File: src/rtl/qdec_pkg.sv
// Shared types and constants for the quadrature decoder with speed unit.
// No dependencies; used by qdec_track, qdec_speed and the top level.
package qdec_pkg;

  localparam int CHANNELS_DEF   = 4;
  localparam int COUNT_BITS_DEF = 16;
  localparam int SCALE_BITS     = 32;
  localparam int POS_BITS       = 16;
  localparam int SPEED_BITS     = 48;
  localparam int APB_ADDR_BITS  = 3;

  // mode field codes
  localparam logic MODE_PINS  = 1'b0;
  localparam logic MODE_SPEED = 1'b1;

  // register index (paddr[2])
  localparam logic REG_SPEED_SCALE = 1'b0;

  localparam logic [63:0] SPEED_POS_MAX = 64'h0000_7FFF_FFFF_FFFF;
  localparam logic [63:0] SPEED_NEG_MAG = 64'h0000_8000_0000_0000;

  // per-item side info carried along the speed pipeline
  typedef struct packed {
    logic [POS_BITS-1:0] position;
    logic                forward;
    logic                speed_valid;
  } qdec_tag_t;

endpackage

File: src/rtl/qdec_track.sv
// Per-channel edge tracking, position count and snapshot; first pipeline stage.
// Depends on qdec_pkg.
module qdec_track #(
  parameter int CHANNELS   = qdec_pkg::CHANNELS_DEF,
  parameter int COUNT_BITS = qdec_pkg::COUNT_BITS_DEF
) (
  input  logic                  clk,
  input  logic                  rst,
  input  logic                  in_valid,
  output logic                  in_ready,
  input  logic                  mode,
  input  logic [1:0]            channel,
  input  logic                  pin_a,
  input  logic                  pin_b,
  output logic                  st_valid,
  input  logic                  st_ready,
  output qdec_pkg::qdec_tag_t   st_tag,
  output logic [COUNT_BITS-1:0] st_diff
);

  localparam int IW = (CHANNELS > 1) ? $clog2(CHANNELS) : 1;

  logic                  last_a         [CHANNELS];
  logic                  last_b         [CHANNELS];
  logic [COUNT_BITS-1:0] position_count [CHANNELS];
  logic                  direction      [CHANNELS];
  logic [COUNT_BITS-1:0] snapshot_count [CHANNELS];

  logic                  accept;
  logic                  ch_ok;
  logic [IW-1:0]         idx;
  logic                  cur_a, cur_b, cur_dir;
  logic [COUNT_BITS-1:0] cur_pos, cur_snap;
  logic                  a_chg, b_chg;
  logic                  dir_next;
  logic [COUNT_BITS-1:0] pos_next;
  logic [COUNT_BITS-1:0] diff;

  assign in_ready = !st_valid || st_ready;
  assign accept   = in_valid && in_ready;

  assign ch_ok = (32'(channel) < 32'(CHANNELS));
  assign idx   = ch_ok ? IW'(channel) : '0;

  assign cur_a    = last_a[idx];
  assign cur_b    = last_b[idx];
  assign cur_dir  = direction[idx];
  assign cur_pos  = position_count[idx];
  assign cur_snap = snapshot_count[idx];

  assign a_chg = (pin_a != cur_a);
  assign b_chg = (pin_b != cur_b);

  // A step goes forward when A != B, B step when A == B; both at once keep the count but set direction
  always_comb begin
    pos_next = cur_pos;
    dir_next = cur_dir;
    if (a_chg && b_chg) begin
      dir_next = (pin_a == pin_b);
    end else if (a_chg) begin
      dir_next = (pin_a != pin_b);
      pos_next = dir_next ? cur_pos + 1'b1 : cur_pos - 1'b1;
    end else if (b_chg) begin
      dir_next = (pin_a == pin_b);
      pos_next = dir_next ? cur_pos + 1'b1 : cur_pos - 1'b1;
    end
  end

  assign diff = cur_dir ? (cur_pos - cur_snap) : (cur_snap - cur_pos);

  always_ff @(posedge clk) begin
    if (rst) begin
      for (int k = 0; k < CHANNELS; k++) begin
        last_a[k]         <= 1'b0;
        last_b[k]         <= 1'b0;
        position_count[k] <= '0;
        direction[k]      <= 1'b0;
        snapshot_count[k] <= '0;
      end
    end else if (accept && ch_ok) begin
      if (mode == qdec_pkg::MODE_PINS) begin
        last_a[idx]         <= pin_a;
        last_b[idx]         <= pin_b;
        position_count[idx] <= pos_next;
        direction[idx]      <= dir_next;
      end else begin
        snapshot_count[idx] <= cur_pos;
      end
    end
  end

  always_ff @(posedge clk) begin
    if (rst) begin
      st_valid <= 1'b0;
    end else if (in_ready) begin
      st_valid <= in_valid;
    end
  end

  always_ff @(posedge clk) begin
    if (accept) begin
      if (!ch_ok) begin
        st_tag  <= '0;
        st_diff <= '0;
      end else if (mode == qdec_pkg::MODE_PINS) begin
        st_tag.position    <= qdec_pkg::POS_BITS'(pos_next);
        st_tag.forward     <= dir_next;
        st_tag.speed_valid <= 1'b0;
        st_diff            <= '0;
      end else begin
        st_tag.position    <= qdec_pkg::POS_BITS'(cur_pos);
        st_tag.forward     <= cur_dir;
        st_tag.speed_valid <= 1'b1;
        st_diff            <= diff;
      end
    end
  end

endmodule

File: src/rtl/qdec_speed.sv
// Speed pipeline: count difference times scale, then saturate and sign.
// Depends on qdec_pkg.
module qdec_speed #(
  parameter int COUNT_BITS = qdec_pkg::COUNT_BITS_DEF
) (
  input  logic                                  clk,
  input  logic                                  rst,
  input  logic                                  st_valid,
  output logic                                  st_ready,
  input  qdec_pkg::qdec_tag_t                   st_tag,
  input  logic [COUNT_BITS-1:0]                 st_diff,
  input  logic [qdec_pkg::SCALE_BITS-1:0]       speed_scale,
  output logic                                  out_valid,
  input  logic                                  out_ready,
  output qdec_pkg::qdec_tag_t                   out_tag,
  output logic signed [qdec_pkg::SPEED_BITS-1:0] out_speed
);

  localparam int PW = COUNT_BITS + qdec_pkg::SCALE_BITS;

  logic                      mul_valid;
  logic                      mul_ready;
  qdec_pkg::qdec_tag_t       mul_tag;
  logic [PW-1:0]             prod;
  logic [63:0]               prod_w;
  logic [63:0]               mag;
  logic [qdec_pkg::SPEED_BITS-1:0] speed_next;

  assign mul_ready = !out_valid || out_ready;
  assign st_ready  = !mul_valid || mul_ready;

  always_ff @(posedge clk) begin
    if (rst) begin
      mul_valid <= 1'b0;
    end else if (st_ready) begin
      mul_valid <= st_valid;
    end
  end

  always_ff @(posedge clk) begin
    if (st_valid && st_ready) begin
      mul_tag <= st_tag;
      prod    <= PW'(st_diff) * PW'(speed_scale);
    end
  end

  assign prod_w = 64'(prod);

  always_comb begin
    if (mul_tag.forward) begin
      mag        = (prod_w > qdec_pkg::SPEED_POS_MAX) ? qdec_pkg::SPEED_POS_MAX : prod_w;
      speed_next = qdec_pkg::SPEED_BITS'(mag);
    end else begin
      mag        = (prod_w > qdec_pkg::SPEED_NEG_MAG) ? qdec_pkg::SPEED_NEG_MAG : prod_w;
      speed_next = qdec_pkg::SPEED_BITS'(64'd0 - mag);
    end
  end

  always_ff @(posedge clk) begin
    if (rst) begin
      out_valid <= 1'b0;
    end else if (mul_ready) begin
      out_valid <= mul_valid;
    end
  end

  always_ff @(posedge clk) begin
    if (mul_valid && mul_ready) begin
      out_tag   <= mul_tag;
      out_speed <= speed_next;
    end
  end

endmodule

File: src/rtl/quadrature_decoder_with_speed_unit.sv
// Top level of the x4 quadrature decoder with speed measurement.
// Depends on qdec_pkg, qdec_track and qdec_speed.
//
// Request channel (s_*): s_tuser = {channel[2:1], mode[0]}, s_tdata = {pin_b[1], pin_a[0]}.
// A mode 0 request carries one channel's sampled A/B levels; edges step the
// channel's 16-bit wrapping position and set its direction. A mode 1 request
// returns the count moved since the previous measurement times speed_scale,
// as signed Q32.16 rad/s (saturated to 48 bits), and takes a new snapshot.
// Result channel (m_*): m_tdata = {speed_q16[64:17], moving_forward[16],
// position[15:0]}, m_tuser = speed_valid. One result per request, in order.
// Requests for a channel at or above CHANNELS return all-zero results.
// Config: APB register speed_scale at address 0. The user must write it only while idle;
// the block does not enforce this. Throughput: one request per cycle
// unless stalled by m_tready (below). Stages: state update, multiply, saturate/output.
// Per-channel state is updated at acceptance, so back-to-back requests to one
// channel see each other's effect without stalls.
// When m_tready is low, results back up in the three stages; s_tready drops
// only once all of them are full. Reset clears all channel state, speed_scale
// and the pipeline.
module quadrature_decoder_with_speed_unit #(
  parameter int CHANNELS   = qdec_pkg::CHANNELS_DEF,
  parameter int COUNT_BITS = qdec_pkg::COUNT_BITS_DEF
) (
  input  logic                               clk,
  input  logic                               rst,
  // APB configuration
  input  logic                               psel,
  input  logic                               penable,
  input  logic                               pwrite,
  input  logic [qdec_pkg::APB_ADDR_BITS-1:0] paddr,
  input  logic [31:0]                        pwdata,
  output logic [31:0]                        prdata,
  output logic                               pready,
  // request stream
  input  logic                               s_tvalid,
  output logic                               s_tready,
  input  logic [7:0]                         s_tdata,  // pin_a, pin_b, zero pad
  input  logic [2:0]                         s_tuser,  // mode, channel[1:0]
  // result stream
  output logic                               m_tvalid,
  input  logic                               m_tready,
  output logic [71:0]                        m_tdata,  // position, moving_forward, speed_q16, pad
  output logic [0:0]                         m_tuser   // speed_valid
);

  logic [qdec_pkg::SCALE_BITS-1:0]            speed_scale;
  logic                                       st_valid;
  logic                                       st_ready;
  qdec_pkg::qdec_tag_t                        st_tag;
  logic [COUNT_BITS-1:0]                      st_diff;
  qdec_pkg::qdec_tag_t                        out_tag;
  logic signed [qdec_pkg::SPEED_BITS-1:0]     out_speed;

  assign pready = 1'b1;

  always_ff @(posedge clk) begin
    if (rst) begin
      speed_scale <= '0;
    end else if (psel && penable && pwrite && pready &&
                 paddr[2] == qdec_pkg::REG_SPEED_SCALE) begin
      speed_scale <= pwdata;
    end
  end

  assign prdata = (paddr[2] == qdec_pkg::REG_SPEED_SCALE) ? speed_scale : 32'd0;

  qdec_track #(
    .CHANNELS   (CHANNELS),
    .COUNT_BITS (COUNT_BITS)
  ) u_track (
    .clk      (clk),
    .rst      (rst),
    .in_valid (s_tvalid),
    .in_ready (s_tready),
    .mode     (s_tuser[0]),
    .channel  (s_tuser[2:1]),
    .pin_a    (s_tdata[0]),
    .pin_b    (s_tdata[1]),
    .st_valid (st_valid),
    .st_ready (st_ready),
    .st_tag   (st_tag),
    .st_diff  (st_diff)
  );

  qdec_speed #(
    .COUNT_BITS (COUNT_BITS)
  ) u_speed (
    .clk         (clk),
    .rst         (rst),
    .st_valid    (st_valid),
    .st_ready    (st_ready),
    .st_tag      (st_tag),
    .st_diff     (st_diff),
    .speed_scale (speed_scale),
    .out_valid   (m_tvalid),
    .out_ready   (m_tready),
    .out_tag     (out_tag),
    .out_speed   (out_speed)
  );

  assign m_tdata = {7'd0, out_speed, out_tag.forward, out_tag.position};
  assign m_tuser = out_tag.speed_valid;

  // position-only results never carry a speed
  a_no_speed_in_pin_mode: assert property (@(posedge clk) disable iff (rst)
    (m_tvalid && !out_tag.speed_valid) |-> (out_speed == '0))
    else $error("speed nonzero on a pin-sample result");

  // forward speed is never negative
  a_forward_sign: assert property (@(posedge clk) disable iff (rst)
    (m_tvalid && out_tag.speed_valid && out_tag.forward) |-> !out_speed[47])
    else $error("negative speed while moving forward");

  // backward speed is never positive
  a_backward_sign: assert property (@(posedge clk) disable iff (rst)
    (m_tvalid && out_tag.speed_valid && !out_tag.forward) |->
      (out_speed[47] || out_speed == '0))
    else $error("positive speed while moving backward");

  a_reset_empty: assert property (@(posedge clk)
    (!rst && $past(rst)) |-> (!m_tvalid && !st_valid))
    else $error("pipeline holds data after reset");

endmodule

File: config.mk
export PLATFORM = sky130hd
export DESIGN_NAME = quadrature_decoder_with_speed_unit
export DESIGN_NICKNAME = d
export VERILOG_FILES = /design/src/rtl/qdec_pkg.sv /design/src/rtl/qdec_track.sv /design/src/rtl/qdec_speed.sv /design/src/rtl/quadrature_decoder_with_speed_unit.sv
export SDC_FILE = /design/constraint.sdc
export NUM_CORES = 2
export LEC_CHECK = 0
export ABC_CLOCK_PERIOD_IN_PS = 8300
export BUFFER_PORTS_ARGS = -buffer_cell sky130_fd_sc_hd__buf_2
export CORE_MARGIN = 3
export CORE_UTILIZATION = 64
export CTS_CLUSTER_SIZE = 8
export DETAILED_ROUTE_END_ITERATION = 6
export GPL_TIMING_DRIVEN = 0
export HOLD_SLACK_MARGIN = 0.15
export PLACE_DENSITY = 0.94
export SLEW_MARGIN = 40
export SYNTH_ARGS = -nofsm -noshare
export SYNTH_HDL_FRONTEND = slang
export SYNTH_SLANG_ARGS = --single-unit
export TNS_END_PERCENT = 50
File: constraint.sdc
create_clock -name clk -period 8.3 [get_ports clk]
set_input_delay 0.415 -clock clk [delete_from_list [all_inputs] [get_ports clk]]
set_output_delay 0.415 -clock clk [all_outputs]
set_load 0.01 [all_outputs]
; Word level (Yosys, flattened, before mapping)
; Memories as Yosys holds them, arrays and structs flattened.
; Cells that the tools add are included.
[word_totals]
n_memories = 5
wordCells = 91
output_inout_bits = 108
latchBits = 0
mem_bits_ro = 0
in_bits = 53
ramBits = 140
ff_bits = 201
[classes]
shifts = 0
n_eq_ne = 4
addsub = 5
magnitude_cmp = 2
div = 0
multipliers = 1
n_reduce_logical = 18
bitwise = 1
n_mux = 39
[memory_table]
columns = memory, depth, word_bits, rd, rd_clocked_by_memory_dff, wr, line_no
row1 = u_track.position_count, 4, 16, 1, 0, 4, qdec_track.sv:25  ; logic [COUNT_BITS-1:0] position_count [CHANNELS];
row2 = u_track.snapshot_count, 4, 16, 1, 0, 4, qdec_track.sv:27  ; logic [COUNT_BITS-1:0] snapshot_count [CHANNELS];
row3 = u_track.direction, 4, 1, 1, 0, 4, qdec_track.sv:26  ; logic direction [CHANNELS];
row4 = u_track.last_a, 4, 1, 1, 0, 4, qdec_track.sv:23  ; logic last_a [CHANNELS];
row5 = u_track.last_b, 4, 1, 1, 0, 4, qdec_track.sv:24  ; logic last_b [CHANNELS];
[ops]
columns = op, n
row1 = $mux W48, 3
row2 = $mux W16, 8
row3 = $gt A48 B47 Y1 const B, 1
row4 = $gt A48 B48 Y1 const B, 1
row5 = $mul A16 B32 Y48, 1
row6 = $sub A1 B48 Y48 const A, 1
row7 = $mux W32, 1
row8 = $reduce_or A16 Y1, 2
row9 = $sub A16 B16 Y16, 2
row10 = $mux W1, 21
row11 = $mux W18, 1
row12 = $add A16 B1 Y16 const B, 1
row13 = $sub A16 B1 Y16 const B, 1
row14 = $mux W2, 5
row15 = $logic_and A1 B1 Y1, 7
row16 = $logic_not A1 Y1, 3
row17 = $logic_or A1 B1 Y1, 3
row18 = $ne A1 B1 Y1, 3
row19 = $reduce_or A1 Y1, 3
row20 = $eq A1 B1 Y1, 1
row21 = $not A1 Y1, 1

; Depth between registers and ports, before layout
[depth]
ltp_word = 10
mapped_depth = 24
mapped_depth_nobuf = 23

; Hierarchy
; Synthesis repeated with hierarchy kept, for this count alone.
[unflattened]
cells_unflattened = 3434
hier_area_um2 = 33846.2
[modules_own_cells]
columns = module, area_per_inst_um2, n_inst, seq_area_each_um2, cells_each
row1 = qdec_speed, 22206.3, 1, 4003.8, 2368
row2 = qdec_track, 9887.0, 1, 5245.0, 881
row3 = quadrature_decoder_with_speed_unit, 1752.9, 1, 640.6, 185

; Worst setup path after synthesis
; No wires, ideal clock.
[synth_timing]
path_type = register to register
start = reg speed_scale[26] (netlist name)
end = reg u_speed.prod[44] (data pin)
required_time_ns = 8.028
stages_incl_launch_ff = 23
period_less_slack_ns = 6.491
path_slack_ns = 1.809
n_path_buf = 2
t_arrival_ns = 6.219
path_cell_list = dfxtp_1 -> clkbuf_1 -> clkbuf_1 -> nand2_1 -> fa_1 -> inv_1 -> fa_1 -> inv_1 -> fa_1 -> inv_1 -> fa_1 -> fa_1 -> inv_1 -> fa_1 -> inv_1 -> ha_1 -> a21o_1 -> a211o_1 -> or3_1 -> o2111ai_1 -> a21o_1 -> mux2i_1 -> or4_1
[synth_via]
elab_chain_cells = 1
[synth_rtl]
columns = element, line_no
row1 = start: declaration, quadrature_decoder_with_speed_unit.sv:46  ; logic [qdec_pkg::SCALE_BITS-1:0] speed_scale;
row2 = start signal: assignment, quadrature_decoder_with_speed_unit.sv:61  ; speed_scale <= pwdata;
row3 = $mul A16 B32 Y48, qdec_speed.sv:43  ; prod <= PW'(st_diff) * PW'(speed_scale);
row4 = end signal: assignment, qdec_speed.sv:43
row5 = end: declaration, qdec_speed.sv:24  ; logic [PW-1:0] prod;
; No other way between the ends.
; A chain may end at the register's enable or synchronous reset.

; Worst setup path after layout
[layout_timing]
start = reg speed_scale[22] (netlist name)
end = reg u_speed.prod[44] (data pin)
; Same word-level chain as after synthesis.

==> flow_metrics.py <==
metrics = {
    "sta": {
        "fin_crit_ps": 8220,
        "fin_worst_skew_ps": 75.0,
        "min_period_over_period": 0.990,
        "rsz0062_at_grt": "false",
        "whs_ps": 212,
        "slew-limit-headroom": 0.413,
        "maxSlewViolCount": 0,
        "worst_pin_slew_ps": 881,
        "setup-tns-final_ps": 0,
        "setup_violations": 0,
        "fmax_ghz": 0.122,
        "hold_viol_final": 0,
    },
    "synthesis": {
        "syn_area_per_cell_um2": 9.84,
        "yosysMostFrequentCell": "inv_1",
        "synth_edf_count": 306,
        "async_flop_share": 0,
        "synthCells": 3328,
        "synthTopCellsByArea": "edfxtp_1 28%, fa_1 26%, ha_1 5.8%",
        "yosysTopAreaCell": "edfxtp_1",
        "seq_area_frac_synth": 0.302,
        "netlist_area_um2": 32700,
        "yosysTopAreaCellShare": 0.281,
        "ys_types": 83,
        "synthFlopType": "edfxtp_1",
        "ys.warnings.count": 0,
        "synth-seq-cells": 341,
        "yosys-top-cells-count": "499 x inv_1, 474 x nand2_1, 420 x fa_1",
    },
    "detailed_routing": {
        "first_iter_violations": 3637,
        "drc": 7,
        "ant_nets": 0,
        "wl_met2_mm": 47.2,
        "routed_wl_mm": 102,
        "top_layer": "met5",
        "routedLengthMet1_mm": 33.4,
        "num_vias": 27200,
        "first_pass_iters": 7,
        "routedWlPerCell_um": 23.8,
        "via_per_inst": 6.37,
        "routed-wl-met3_mm": 12.6,
    },
    "clocking": {
        "clk_pin_slew_ps": 60,
        "clkSinkCount": 341,
        "cts_made_buffers": 50,
        "cts_tree": "yes",
        "htreeDepth": 2,
        "insertion_delay_ps": 640,
        "root_buffer": "clkbuf_16",
        "clockBufferDepth": 3,
    },
    "status": {
        "status": "complete, but fails checks",
        "violations": "DRC",
    },
    "pwr": {
        "p_leak_nw": 15.9,
        "p_switching_mw": 1.74,
        "seq_power_share": 0.395,
        "power.density_nw_per_um2": 146,
        "p_comb_frac": 0.234,
        "peakVddDrop_uv": 217,
        "internal_power_mw": 3.56,
        "netSwitchingFraction": 0.328,
        "pwr-share-clk": 0.371,
        "p_total_mw": 5.29,
    },
    "global_routing": {
        "antenna_found_initial": 2,
        "grt_max_degree": 38,
        "grtUsageTotal": 0.382,
        "grt_pass1_wl_mm": 156,
        "first_global_vias": 27900,
        "grt-ovfl-total": 0,
    },
    "place": {
        "place_area_um2": 34500,
        "port_buffers": 144,
        "dp_hpwl_mm": 74.8,
        "gp_congestion": 1.01,
    },
    "finish": {
        "nNetsFinal": 4196,
        "drive_above_1_share": 0.0855,
        "fillCellCount": 3289,
        "area_growth_pct": 10.9,
        "fin_area_um2": 36300,
    },
    "setup_path": {
        "crit_path_frequent_cell": "fa_1",
        "crit_path_start_kind": "flop",
        "worstRegToRegCells": 21,
        "cp.required_ps": 8620,
        "max_stage_delay_ps": 670,
        "cp_top_family": "adder cells",
        "r2r-end": "u_speed.prod[44]",
        "cp-end-kind": "flop",
        "cp.arrival_ps": 8540,
        "r2r_setup_slack_ps": 80,
        "r2r-start": "speed_scale[22]",
        "timing_worst_setup_path_type": "flop to flop",
        "critPathMaxFanout": 10,
        "slowest_stage": "clkbuf_1",
        "critPathBufInv": 4,
        "crit_chain": "clkbuf_1 > nand2_1 > fa_1 > fa_1 > fa_1 > inv_1 > fa_1 > fa_1 > inv_1 > fa_1 > inv_1 > ha_1 > and3_1 > nand3_1 > nor3_1 > o21ai_0 > a31oi_1 > o2111ai_1 > a21o_1 > mux2i_1 > or4_1",
    },
    "floorplan": {
        "design.core.area_um2": 50400,
        "die_w_um": 232,
        "ios": 161,
        "start_util": 0.650,
        "dieHeight_um": 232,
        "design.die.area_um2": 53900,
        "num_rows": 82,
    },
    "flow_run": {
        "cap_violations": 0,
    },
    "hold_path": {
        "whs_endpoint": "u_speed.out_valid",
        "worstHoldStart": "m_tready",
        "hold_class": "input port to flop",
        "min_delay_path_depth": 4,
    },
}
-- worst max path at each step --
| stage | from | to | slack [ps] | cells after the start |
|---|---|---|---|---|
| 6_report | speed_scale[22] | u_speed.prod[44] | 80 | 21 |
| 5_1_grt | speed_scale[22] | u_speed.prod[44] | 6 | 21 |
| 4_1_cts | speed_scale[24] | u_speed.prod[44] | 360 | 22 |
| 3_5_place_dp | speed_scale[24] | u_speed.prod[44] | 410 | 22 |
| 3_3_place_gp | speed_scale[24] | u_speed.prod[42] | 480 | 21 |
| 2_1_floorplan | speed_scale[26] | u_speed.prod[44] | 1810 | 22 |
-- per-layer routing --
layer	global-route usage	vias to the layer above
met5	0	-
met4	0.260	2
met3	0.103	645
met2	0.608	2251
met1	0.457	13100
li1	-	11200
-- state kept, by name (all words and copies together) (netlist names), 4 cells and up --
register	flops
speed_scale	32
u_speed.mul_tag	18
u_speed.out_speed	48
u_speed.out_tag	18
u_speed.prod	48
u_track.direction	4
u_track.last_a	4
u_track.last_b	4
u_track.position_count	64
u_track.snapshot_count	64
u_track.st_diff	16
u_track.st_tag	18
-- cells in the final DEF (no fill, tap or decap), drive strengths merged, types with 7 or more instances in the layout --
| cell | synthesis | routed |
|---|---|---|
| mux2i | 18 | 18 |
| o22ai | 7 | 7 |
| xnor2 | 60 | 60 |
| o311ai | 15 | 15 |
| fa | 420 | 420 |
| or2 | 8 | 8 |
| o21ai | 98 | 98 |
| inv | 500 | 502 |
| mux4 | 29 | 29 |
| a21o | 41 | 41 |
| conb | 2 | 8 |
| o211ai | 8 | 8 |
| dfxtp | 35 | 35 |
| nor3 | 28 | 28 |
| nand2b | 14 | 14 |
| clkbuf | 161 | 238 |
| nand4 | 15 | 15 |
| and2 | 228 | 228 |
| ha | 153 | 153 |
| o22a | 14 | 14 |
| and3 | 25 | 25 |
| a221oi | 8 | 8 |
| nand2 | 474 | 474 |
| a211oi | 7 | 7 |
| nor2b | 57 | 57 |
| a31oi | 21 | 21 |
| edfxtp | 306 | 306 |
| nand3 | 31 | 31 |
| nor2 | 232 | 232 |
| nor4 | 13 | 13 |
| o21a | 11 | 11 |
| a21oi | 127 | 127 |
| mux2 | 11 | 11 |
| or3 | 24 | 24 |
| buf | 27 | 176 |
| dlygate4sd3 | 0 | 34 |
| a21boi | 8 | 8 |
| xor2 | 21 | 21 |
-- worst reg2reg max path, stage by stage (launching register included) --
cell and delay, ps:
dfxtp_1 620, clkbuf_1 670, nand2_1 190, fa_1 550, fa_1 570, fa_1 580, inv_1 70, fa_1 510
fa_1 500, inv_1 60, fa_1 550, inv_1 70, ha_1 390, and3_1 180, nand3_1 160, nor3_1 240
o21ai_0 220, a31oi_1 460, o2111ai_1 260, a21o_1 310, mux2i_1 140, or4_1 610
-- cell type report --
cell class	instances	area [µm²]	share of cell area
sequential	341	9890	0.272
multi-input combinational	2302	20300	0.558
tap	672	841	0.0232
clock buffer	76	1360	0.0374
timing repair buffer	184	1160	0.0320
antenna	4	10.0	0.000276
inverter	503	1890	0.0521
clock inverter	7	129	0.00355
buffer	188	769	0.0212
-- metrics by stage --
stage	utilization	cells	setup slack, ps
3_3_place_gp	0.681	4150	480
3_5_place_dp	0.684	4156	410
2_1_floorplan	-	3334	1810
4_1_cts	0.720	4273	356
5_1_grt	0.721	4273	5.70
6_report	0.721	4277	83.2
-- power by group through the flow --
stage	logic [mW]	registers (mW)	clock network, mW
5_1_grt	1.32	2.09	2.03
3_5_place_dp	1.16	2.11	0
6_report	1.24	2.09	1.96
3_3_place_gp	1.12	2.11	0
4_1_cts	1.19	2.08	1.96
2_1_floorplan	0.754	2.07	0
-- cell families after synthesis --
| kind of cell | share of synthesized area |
|---|---|
| flip-flops | 0.302 |
| other | 0.000229 |
| AND/OR/NAND/NOR | 0.170 |
| multiplexers | 0.0292 |
| AO/OA/AOI/OAI | 0.0809 |
| XOR/XNOR | 0.0217 |
| adder cells (fa/ha/maj) | 0.315 |
| buffers and inverters | 0.0810 |
-- timing repair --
| item | in CTS | in global routing |
|---|---|---|
| endpoints found under the hold margin | 34 | 0 |
| hold buffers | 34 | 0 |
| resized for setup | 0 | 2 |
| endpoints found under the setup margin | 0 | 1 |
| buffers inserted | 0 | 0 |
Note: power is estimated with default switching activity, not from simulation.
